## src/hw/rtl/mrfd_pkg.sv

```systemverilog
// ----------------------------------------------------------------------------
// Motor reply frame decoder package
// Types, constants and division helpers shared by the decoder modules.
// ----------------------------------------------------------------------------
package mrfd_pkg;

  localparam int FRAME_W    = 64;
  localparam int LEN_W      = 4;
  localparam int LIMIT_W    = 16;
  localparam int CFG_IDX_W  = 8;
  localparam int VALUE_W    = 24;
  localparam int QUOT_W     = 20;
  localparam int POS_CODE_W = 16;
  localparam int ROT_CODE_W = 12;
  localparam int POS_PROD_W = LIMIT_W + POS_CODE_W;
  localparam int ROT_PROD_W = LIMIT_W + ROT_CODE_W;

  localparam logic [LEN_W-1:0] FULL_FRAME_LEN = 4'd8;
  localparam logic [7:0] REG_REPLY_READ  = 8'h33;
  localparam logic [7:0] REG_REPLY_WRITE = 8'h55;

  // Configuration register indexes.
  localparam logic [CFG_IDX_W-1:0] CFG_POSITION_LIMIT = 8'd0;
  localparam logic [CFG_IDX_W-1:0] CFG_VELOCITY_LIMIT = 8'd1;
  localparam logic [CFG_IDX_W-1:0] CFG_TORQUE_LIMIT   = 8'd2;

  localparam logic [LIMIT_W-1:0] POSITION_LIMIT_RST = 16'd3200;
  localparam logic [LIMIT_W-1:0] VELOCITY_LIMIT_RST = 16'd7680;
  localparam logic [LIMIT_W-1:0] TORQUE_LIMIT_RST   = 16'd2560;

  // Integer-typed register number ranges.
  localparam logic [7:0] INT_REG_A_LO = 8'd7;
  localparam logic [7:0] INT_REG_A_HI = 8'd10;
  localparam logic [7:0] INT_REG_B_LO = 8'd13;
  localparam logic [7:0] INT_REG_B_HI = 8'd16;
  localparam logic [7:0] INT_REG_C_LO = 8'd35;
  localparam logic [7:0] INT_REG_C_HI = 8'd36;

  typedef enum logic [1:0] {
    KIND_REGISTER = 2'd0,
    KIND_STATE    = 2'd1,
    KIND_UNKNOWN  = 2'd2
  } frame_kind_t;

  typedef struct packed {
    logic [LIMIT_W-1:0] position;
    logic [LIMIT_W-1:0] velocity;
    logic [LIMIT_W-1:0] torque;
  } limits_t;

  typedef struct packed {
    logic                  valid;
    frame_kind_t           kind;
    logic [3:0]            fault;
    logic                  pos_neg;
    logic                  vel_neg;
    logic                  tor_neg;
    logic [POS_PROD_W-1:0] pos_prod;
    logic [ROT_PROD_W-1:0] vel_prod;
    logic [ROT_PROD_W-1:0] tor_prod;
    logic [7:0]            drv_temp;
    logic [7:0]            rot_temp;
    logic [7:0]            reg_num;
    logic [31:0]           reg_val;
    logic                  is_int;
  } stage_t;

  typedef struct packed {
    logic                valid;
    frame_kind_t         kind;
    logic [3:0]          fault;
    logic [VALUE_W-1:0]  position;
    logic [VALUE_W-1:0]  velocity;
    logic [VALUE_W-1:0]  torque;
    logic [7:0]          drv_temp;
    logic [7:0]          rot_temp;
    logic [7:0]          reg_num;
    logic [31:0]         reg_val;
    logic                is_int;
  } result_t;

  // floor(16 * a / 65535). Each fold uses 2^16 = 65535 + 1, and the final
  // remainder is below twice the divisor, so one compare finishes it.
  function automatic logic [QUOT_W-1:0] div_pos(input logic [POS_PROD_W-1:0] a);
    logic [35:0] y;
    logic [19:0] q1;
    logic [20:0] r1;
    logic [4:0]  q2;
    logic [16:0] r2;
    logic        fix;
    y   = {a, 4'b0000};
    q1  = y[35:16];
    r1  = {5'b0, y[15:0]} + {1'b0, q1};
    q2  = r1[20:16];
    r2  = {1'b0, r1[15:0]} + {12'b0, q2};
    fix = (r2 >= 17'd65535);
    return q1 + {15'b0, q2} + {19'b0, fix};
  endfunction

  // floor(16 * a / 4095), same folding with 2^12 = 4095 + 1.
  function automatic logic [QUOT_W-1:0] div_rot(input logic [ROT_PROD_W-1:0] a);
    logic [31:0] y;
    logic [19:0] q1;
    logic [20:0] r1;
    logic [8:0]  q2;
    logic [12:0] r2;
    logic        fix;
    y   = {a, 4'b0000};
    q1  = y[31:12];
    r1  = {9'b0, y[11:0]} + {1'b0, q1};
    q2  = r1[20:12];
    r2  = {1'b0, r1[11:0]} + {4'b0, q2};
    fix = (r2 >= 13'd4095);
    return q1 + {11'b0, q2} + {19'b0, fix};
  endfunction

endpackage

```

## src/hw/rtl/mrfd_decode.sv

```systemverilog
// ----------------------------------------------------------------------------
// Motor reply frame decoder: classify and multiply stage
// Classifies the frame, extracts fields, and forms limit times code magnitude.
// ----------------------------------------------------------------------------
module mrfd_decode import mrfd_pkg::*; (
  input  logic               clk,
  input  logic               rst_n,
  input  logic               accept,
  input  logic [FRAME_W-1:0] frame_bytes,
  input  logic [LEN_W-1:0]   frame_length,
  input  limits_t            limits,
  output stage_t             stage_r
);

  stage_t stage_nxt;

  logic [7:0]            b [8];
  logic [POS_CODE_W-1:0] pos_code;
  logic [ROT_CODE_W-1:0] vel_code;
  logic [ROT_CODE_W-1:0] tor_code;
  logic [POS_CODE_W:0]   pos_twice;
  logic [ROT_CODE_W:0]   vel_twice;
  logic [ROT_CODE_W:0]   tor_twice;
  logic [POS_CODE_W:0]   pos_diff;
  logic [ROT_CODE_W:0]   vel_diff;
  logic [ROT_CODE_W:0]   tor_diff;
  logic                  is_reg;
  logic                  is_state;

  localparam logic [POS_CODE_W:0] POS_M = {1'b0, {POS_CODE_W{1'b1}}};
  localparam logic [ROT_CODE_W:0] ROT_M = {1'b0, {ROT_CODE_W{1'b1}}};

  always_comb begin
    for (int i = 0; i < 8; i++) begin
      b[i] = frame_bytes[8*i +: 8];
    end
  end

  assign pos_code  = {b[1], b[2]};
  assign vel_code  = {b[3], b[4][7:4]};
  assign tor_code  = {b[4][3:0], b[5]};
  assign pos_twice = {pos_code, 1'b0};
  assign vel_twice = {vel_code, 1'b0};
  assign tor_twice = {tor_code, 1'b0};

  // The code sits below the midpoint exactly when its top bit is clear.
  assign pos_diff = pos_code[POS_CODE_W-1] ? (pos_twice - POS_M) : (POS_M - pos_twice);
  assign vel_diff = vel_code[ROT_CODE_W-1] ? (vel_twice - ROT_M) : (ROT_M - vel_twice);
  assign tor_diff = tor_code[ROT_CODE_W-1] ? (tor_twice - ROT_M) : (ROT_M - tor_twice);

  assign is_reg   = (frame_length >= FULL_FRAME_LEN) &&
                    ((b[2] == REG_REPLY_READ) || (b[2] == REG_REPLY_WRITE));
  assign is_state = (frame_length >= FULL_FRAME_LEN) && !is_reg;

  always_comb begin
    stage_nxt       = '0;
    stage_nxt.valid = accept;
    if (frame_length < FULL_FRAME_LEN) begin
      stage_nxt.kind = KIND_UNKNOWN;
    end else if (is_reg) begin
      stage_nxt.kind = KIND_REGISTER;
    end else begin
      stage_nxt.kind = KIND_STATE;
    end

    if (is_reg) begin
      stage_nxt.reg_num = b[3];
      stage_nxt.reg_val = {b[7], b[6], b[5], b[4]};
      stage_nxt.is_int  = ((b[3] >= INT_REG_A_LO) && (b[3] <= INT_REG_A_HI)) ||
                          ((b[3] >= INT_REG_B_LO) && (b[3] <= INT_REG_B_HI)) ||
                          ((b[3] >= INT_REG_C_LO) && (b[3] <= INT_REG_C_HI));
    end

    if (is_state) begin
      stage_nxt.fault    = b[0][3:0];
      stage_nxt.drv_temp = b[6];
      stage_nxt.rot_temp = b[7];
      stage_nxt.pos_neg  = !pos_code[POS_CODE_W-1];
      stage_nxt.vel_neg  = !vel_code[ROT_CODE_W-1];
      stage_nxt.tor_neg  = !tor_code[ROT_CODE_W-1];
      stage_nxt.pos_prod = POS_PROD_W'(limits.position) *
                           POS_PROD_W'(pos_diff[POS_CODE_W-1:0]);
      stage_nxt.vel_prod = ROT_PROD_W'(limits.velocity) *
                           ROT_PROD_W'(vel_diff[ROT_CODE_W-1:0]);
      stage_nxt.tor_prod = ROT_PROD_W'(limits.torque) *
                           ROT_PROD_W'(tor_diff[ROT_CODE_W-1:0]);
    end
  end

  always_ff @(posedge clk) begin
    if (!rst_n) begin
      stage_r <= '0;
    end else begin
      stage_r <= stage_nxt;
    end
  end

endmodule

```

## src/hw/rtl/mrfd_scale.sv

```systemverilog
// ----------------------------------------------------------------------------
// Motor reply frame decoder: scale stage
// Divides the products by the code span, applies the sign, registers result.
// ----------------------------------------------------------------------------
module mrfd_scale import mrfd_pkg::*; (
  input  logic    clk,
  input  logic    rst_n,
  input  stage_t  stage,
  output result_t result_r
);

  result_t           result_nxt;
  logic [QUOT_W-1:0] pos_q;
  logic [QUOT_W-1:0] vel_q;
  logic [QUOT_W-1:0] tor_q;
  logic [VALUE_W-1:0] pos_mag;
  logic [VALUE_W-1:0] vel_mag;
  logic [VALUE_W-1:0] tor_mag;

  assign pos_q   = div_pos(stage.pos_prod);
  assign vel_q   = div_rot(stage.vel_prod);
  assign tor_q   = div_rot(stage.tor_prod);
  assign pos_mag = VALUE_W'(pos_q);
  assign vel_mag = VALUE_W'(vel_q);
  assign tor_mag = VALUE_W'(tor_q);

  always_comb begin
    result_nxt          = '0;
    result_nxt.valid    = stage.valid;
    result_nxt.kind     = stage.kind;
    result_nxt.fault    = stage.fault;
    result_nxt.position = stage.pos_neg ? (VALUE_W'(0) - pos_mag) : pos_mag;
    result_nxt.velocity = stage.vel_neg ? (VALUE_W'(0) - vel_mag) : vel_mag;
    result_nxt.torque   = stage.tor_neg ? (VALUE_W'(0) - tor_mag) : tor_mag;
    result_nxt.drv_temp = stage.drv_temp;
    result_nxt.rot_temp = stage.rot_temp;
    result_nxt.reg_num  = stage.reg_num;
    result_nxt.reg_val  = stage.reg_val;
    result_nxt.is_int   = stage.is_int;
  end

  always_ff @(posedge clk) begin
    if (!rst_n) begin
      result_r <= '0;
    end else begin
      result_r <= result_nxt;
    end
  end

endmodule

```

## src/hw/rtl/motor_reply_frame_decoder_unit.sv

```systemverilog
// ----------------------------------------------------------------------------
// Motor reply frame decoder unit
// A request taken at a clock edge is registered first in the product stage
// and then in the result stage, which drives the out_ ports and strobes
// out_valid for one cycle. Throughput: one request per cycle; busy stays
// low, the receiver cannot stall, and the two pipeline registers (product,
// result) lie between each request and its result.
// Reset clears both stage registers and restores the three limit registers.
// ----------------------------------------------------------------------------
module motor_reply_frame_decoder_unit import mrfd_pkg::*; (
  input  logic                     clk,
  input  logic                     rst_n,
  input  logic                     start,
  output logic                     busy,
  input  logic [FRAME_W-1:0]       in_frame_bytes,
  input  logic [LEN_W-1:0]         in_frame_length,
  input  logic                     cfg_valid,
  output logic                     cfg_ready,
  input  logic [CFG_IDX_W-1:0]     cfg_index,
  input  logic [LIMIT_W-1:0]       cfg_data,
  output logic                     out_valid,
  output logic [1:0]               out_frame_kind,
  output logic [3:0]               out_fault_status,
  output logic signed [VALUE_W-1:0] out_position,
  output logic signed [VALUE_W-1:0] out_velocity,
  output logic signed [VALUE_W-1:0] out_torque,
  output logic [7:0]               out_driver_temperature,
  output logic [7:0]               out_rotor_temperature,
  output logic [7:0]               out_register_number,
  output logic [31:0]              out_register_value,
  output logic                     out_value_is_integer
);

  limits_t limits_r;
  limits_t limits_nxt;
  stage_t  stage;
  result_t result;
  logic    accept;
  logic    cfg_write;

  assign busy      = 1'b0;
  assign cfg_ready = 1'b1;
  assign accept    = start && !busy;
  assign cfg_write = cfg_valid && cfg_ready;

  always_comb begin
    limits_nxt = limits_r;
    if (cfg_write) begin
      case (cfg_index)
        CFG_POSITION_LIMIT: limits_nxt.position = cfg_data;
        CFG_VELOCITY_LIMIT: limits_nxt.velocity = cfg_data;
        CFG_TORQUE_LIMIT:   limits_nxt.torque   = cfg_data;
        default:            limits_nxt          = limits_r;
      endcase
    end
  end

  always_ff @(posedge clk) begin
    if (!rst_n) begin
      limits_r.position <= POSITION_LIMIT_RST;
      limits_r.velocity <= VELOCITY_LIMIT_RST;
      limits_r.torque   <= TORQUE_LIMIT_RST;
    end else begin
      limits_r <= limits_nxt;
    end
  end

  mrfd_decode u_decode (
    .clk          (clk),
    .rst_n        (rst_n),
    .accept       (accept),
    .frame_bytes  (in_frame_bytes),
    .frame_length (in_frame_length),
    .limits       (limits_r),
    .stage_r      (stage)
  );

  mrfd_scale u_scale (
    .clk      (clk),
    .rst_n    (rst_n),
    .stage    (stage),
    .result_r (result)
  );

  assign out_valid              = result.valid;
  assign out_frame_kind         = result.kind;
  assign out_fault_status       = result.fault;
  assign out_position           = result.position;
  assign out_velocity           = result.velocity;
  assign out_torque             = result.torque;
  assign out_driver_temperature = result.drv_temp;
  assign out_rotor_temperature  = result.rot_temp;
  assign out_register_number    = result.reg_num;
  assign out_register_value     = result.reg_val;
  assign out_value_is_integer   = result.is_int;

endmodule

```

## config.mk

```make
export PLATFORM = sky130hd
export DESIGN_NAME = motor_reply_frame_decoder_unit
export DESIGN_NICKNAME = d
export VERILOG_FILES = /design/src/hw/rtl/mrfd_pkg.sv /design/src/hw/rtl/mrfd_decode.sv /design/src/hw/rtl/mrfd_scale.sv /design/src/hw/rtl/motor_reply_frame_decoder_unit.sv
export SDC_FILE = /design/constraint.sdc
export NUM_CORES = 2
export LEC_CHECK = 0
export BUFFER_PORTS_ARGS = -buffer_cell sky130_fd_sc_hd__buf_2
export CAP_MARGIN = 20
export CORE_MARGIN = 5
export CORE_UTILIZATION = 30
export CTS_CLUSTER_DIAMETER = 80
export DETAILED_ROUTE_END_ITERATION = 7
export RECOVER_POWER = 50
export SLEW_MARGIN = 0
export SYNTH_ARGS = -nofsm -noshare
export SYNTH_HDL_FRONTEND = slang
export SYNTH_HIERARCHICAL = 1
export SYNTH_SLANG_ARGS = --single-unit
```

## constraint.sdc

```tcl
create_clock -name clk -period 13 [get_ports clk]
set_input_delay 1.3 -clock clk [delete_from_list [all_inputs] [get_ports clk]]
set_output_delay 1.3 -clock clk [all_outputs]
set_load 0.02 [all_outputs]
```

==> impl_metrics.json <==
{
  "status": "finished, violations left",
  "violations": "capacitance limit, slew limit",
  "critPathTopFamily": "compound AO/OA/AOI/OAI gates",
  "core_area_sq_um": 122000,
  "synth_nets": 5107,
  "setup-tns-final_ns": 0,
  "synth_top_area_cell": "fa_1",
  "min_to": "u_scale/result_r[135]$_SDFF_PN0_",
  "clkTransAtPathRegs_ns": 0.06,
  "nets": 5210,
  "synth_area_sq_um": 37000,
  "fin_skew_ns": 0.0294,
  "holdPathStages": 1,
  "slew_viol_final": 162,
  "path_common_cell": "a21oi_1",
  "fmax_mhz": 131,
  "cts_setup_buffers": 0,
  "hp-start": "u_decode/stage_r[154]$_SDFF_PN0_",
  "ant_nets": 0,
  "r2r-end": "u_scale/result_r[121]$_SDFF_PN0_",
  "hold_class": "reg -> reg",
  "crit_type": "reg -> reg",
  "globalRouteMet1Util_pct": 21.8,
  "nFillCells": 12700,
  "port_buffers": 224,
  "drc": 0,
  "grt_pass1_wl_microns": 157000,
  "synth-seq-area-share_pct": 17.9,
  "ir_worst_vdd_mv": 0.0943,
  "grt_max_degree": 74,
  "maxSlewHeadroom_pct": -114,
  "synth_ff_type": "dfxtp_1",
  "cp.arrival_ns": 8.09,
  "synth.avg_cell_area_sq_um": 8.77,
  "worst-path-max-fanout": 10,
  "tritoncts": "done",
  "drt-initial-drc-count": 1891,
  "vias": 28200,
  "power.leakage_nw": 19.2,
  "postLayoutCoreUtil_pct": 33.4,
  "met3_usage_pct": 3.08,
  "row_count": 128,
  "yosysWarnings": 6,
  "ctsResizeCount": 0,
  "overflow": 0,
  "use_met2_pct": 22.1,
  "syn_to_final_growth_pct": 10.3,
  "ios": 234,
  "fin_crit_sh_pct": 58.8,
  "insertion_delay_ns": 0.57,
  "cap_viol_max_count": 3,
  "busiest_layer": "met2",
  "crit-reg2reg-launch": "u_decode/stage_r[130]$_SDFF_PN0_",
  "rsz0062_at_grt": "no",
  "dp_hpwl_microns": 77300,
  "r2r_cells": 27,
  "dieArea_sq_um": 130000,
  "cp-end-kind": "flop",
  "cts_buffers": 39,
  "crit_path_start_kind": "flop",
  "critPathSlowestCell": "dfxtp_1",
  "hold_viol": 0,
  "wl_per_cell_microns": 16.3,
  "start_util_pct": 30.3,
  "syn_inst": 4221,
  "antenna_found_initial": 9,
  "root_buffer": "clkbuf_16",
  "gp_congestion": 0.844,
  "p_per_area_nw_per_um2": 113,
  "grt_pass1_vias": 28400,
  "synthTopCellsByArea": "fa_1, dfxtp_1, ha_1",
  "drive_gt1_share_pct": 6.27,
  "period_needed_ns": 7.64,
  "clock_path_buffers": 3,
  "synth_edf_count": 0,
  "cp.required_ns": 13.44,
  "cpPeakStageDelay_ns": 0.62,
  "drtPass1Iterations": 6,
  "synth_seq_cells": 330,
  "worstMarginPinSlew_ns": 3.21,
  "fp.dieW_microns": 361,
  "ys_async_sr_fraction_pct": 0,
  "setup_viol": 0,
  "via_per_inst": 4.70,
  "holdBufCountCts": 0,
  "clock_sinks": 330,
  "h-tree-depth": 2,
  "drt_wl_total_microns": 97400,
  "crit_buf_inv": 0,
  "synthDominantCellAreaShare_pct": 26.3,
  "reg2reg_slack_ns": 5.36,
  "grt_use_total_pct": 14.8,
  "fp.dieH_microns": 361,
  "yosysUniqueCellTypes": 112
}
==> per-stage QoR <==
step | instance area, sq um | worst slack (ns) | power [mW] | hold slack (ns) | cells
2_1_floorplan | 37000 | 5.42 | 2.89 | 0.412 | 4221
3_3_place_gp | 39700 | 4.90 | 3.48 | 0.413 | 5908
3_5_place_dp | 39700 | 4.84 | 3.50 | 0.418 | 5908
4_1_cts | 41000 | 5.42 | 4.64 | 0.401 | 5977
5_1_grt | 40800 | 4.83 | 4.99 | 0.440 | 5978
6_report | 40800 | 5.36 | 4.59 | 0.406 | 5985
==> kinds of logic after synthesis <==
group	Yosys count	synth area share [%]
AOI/OAI and AO/OA	498	9.60
other	2	0.0203
adders and majority gates	790	36.6
DFF	330	17.9
muxes	68	1.86
xor gates and xnor gates	230	5.44
buffers and inverters	890	9.36
and+or+nand+nor	1413	19.3
==> registers in the layout, summed over array words and instances (netlist names) <==
signal and flops:
u_decode/stage_r 155, u_scale/result_r 127, limits_r 48
==> worst reg2reg max path, stage by stage, from the launching register on <==
cell	delay (ns)
dfxtp_1	0.62
ha_1	0.33
a21o_1	0.15
a21oi_1	0.36
o21ai_0	0.15
a21oi_1	0.20
o21ai_0	0.18
a41o_1	0.32
or4b_2	0.62
nand3_1	0.11
ha_1	0.32
o21ai_0	0.12
nand2b_1	0.13
a21o_1	0.18
a32oi_1	0.16
a21oi_1	0.09
o2111ai_1	0.20
a21oi_1	0.08
fa_1	0.47
fa_1	0.49
a211o_4	0.40
a2111oi_4	0.37
mux2i_2	0.18
a2111oi_2	0.32
o2111ai_1	0.27
o31ai_1	0.37
xnor2_1	0.14
and2_1	0.21
==> layout make-up <==
type                    instances  area [sq um]  area share [%]
multi-input cells            3001         27000            66.2
flip-flops and latches        330          6610            16.2
clock inverters                18           225           0.552
inverters                     691          2590            6.35
well taps                    1625          2030            4.98
diodes                          8          20.0          0.0490
repair buffers                261          1220            3.00
clock buffers                  51          1090            2.67
==> placed cells by master, fill, tap and decap left out, types with 13 or more instances in the layout <==
cell type | synthesis | routed
nand2b_1 | 45 | 45
o21bai_1 | 16 | 16
mux2i_1 | 63 | 63
inv_1 | 689 | 688
buf_2 | 16 | 91
nand3_1 | 45 | 45
or3_1 | 16 | 16
a31oi_1 | 16 | 16
fa_1 | 486 | 486
nor2_1 | 200 | 199
xor2_1 | 78 | 78
nor3b_1 | 14 | 14
o211ai_1 | 17 | 17
a21oi_1 | 134 | 134
o21a_1 | 26 | 26
nand4_1 | 32 | 32
buf_4 | 15 | 35
o31ai_1 | 18 | 18
xnor2_1 | 152 | 141
ha_1 | 304 | 304
o21ai_0 | 80 | 80
and2_1 | 392 | 361
and2_0 | 1 | 32
and3_1 | 30 | 30
dfxtp_1 | 330 | 330
clkbuf_1 | 157 | 140
nand2_1 | 509 | 509
nor3_1 | 46 | 46
a21o_1 | 43 | 43
nor2b_1 | 29 | 29
clkbuf_16 | 0 | 39
a211oi_1 | 13 | 13
==> worst max path at each step <==
stage	slack, ns	end	cells past startpoint	startpoint
2_1_floorplan	5.42	u_decode/stage_r[141]$_SDFF_PN0_	25	in_frame_bytes[15]
3_3_place_gp	4.90	u_decode/stage_r[142]$_SDFF_PN0_	20	in_frame_bytes[15]
3_5_place_dp	4.84	u_decode/stage_r[142]$_SDFF_PN0_	20	in_frame_bytes[15]
4_1_cts	5.42	u_scale/result_r[97]$_SDFF_PN0_	30	u_decode/stage_r[97]$_SDFF_PN0_
5_1_grt	4.83	u_scale/result_r[99]$_SDFF_PN0_	28	u_decode/stage_r[98]$_SDFF_PN0_
6_report	5.36	u_scale/result_r[121]$_SDFF_PN0_	27	u_decode/stage_r[130]$_SDFF_PN0_
==> power by group <==
group	switching (mW)	internal (mW)
logic	1.45	0.872
registers	0.0847	1.09
clock network	0.464	0.630
total	2.00	2.59
==> cell usage after synthesis (all sizes together), types with 5 or more instances <==
cell     instances
inv            689
nand2          509
fa             486
and2           393
dfxtp          330
ha             304
nor2           200
clkbuf         158
xnor2          152
a21oi          140
o21ai           88
xor2            78
mux2i           64
nand3           48
nor3            46
a21o            45
nand2b          45
buf             41
nand4           33
and3            30
nor2b           29
o21a            26
o31ai           19
a211oi          18
a31oi           18
o211ai          18
o21bai          16
or3             16
nor3b           15
a21boi          12
a221oi           9
nor4             9
o2111ai          9
a211o            8
a41oi            8
a2111oi          6
o22ai            6
o311ai           6
o41ai            6
or2              6
or4              6
nand3b           5
==> per-layer routing <==
| layer | vias up | wire length (microns) | share of wire [%] |
|---|---|---|---|
| met2 | 812 | 40900 | 42 |
| met5 | - | 27 | 0.028 |
| met3 | 107 | 6940 | 7.1 |
| met4 | 4 | 2170 | 2.2 |
| met1 | 13700 | 47400 | 49 |
| li1 | 13500 | - | - |
(Power assumes the default switching activity.)
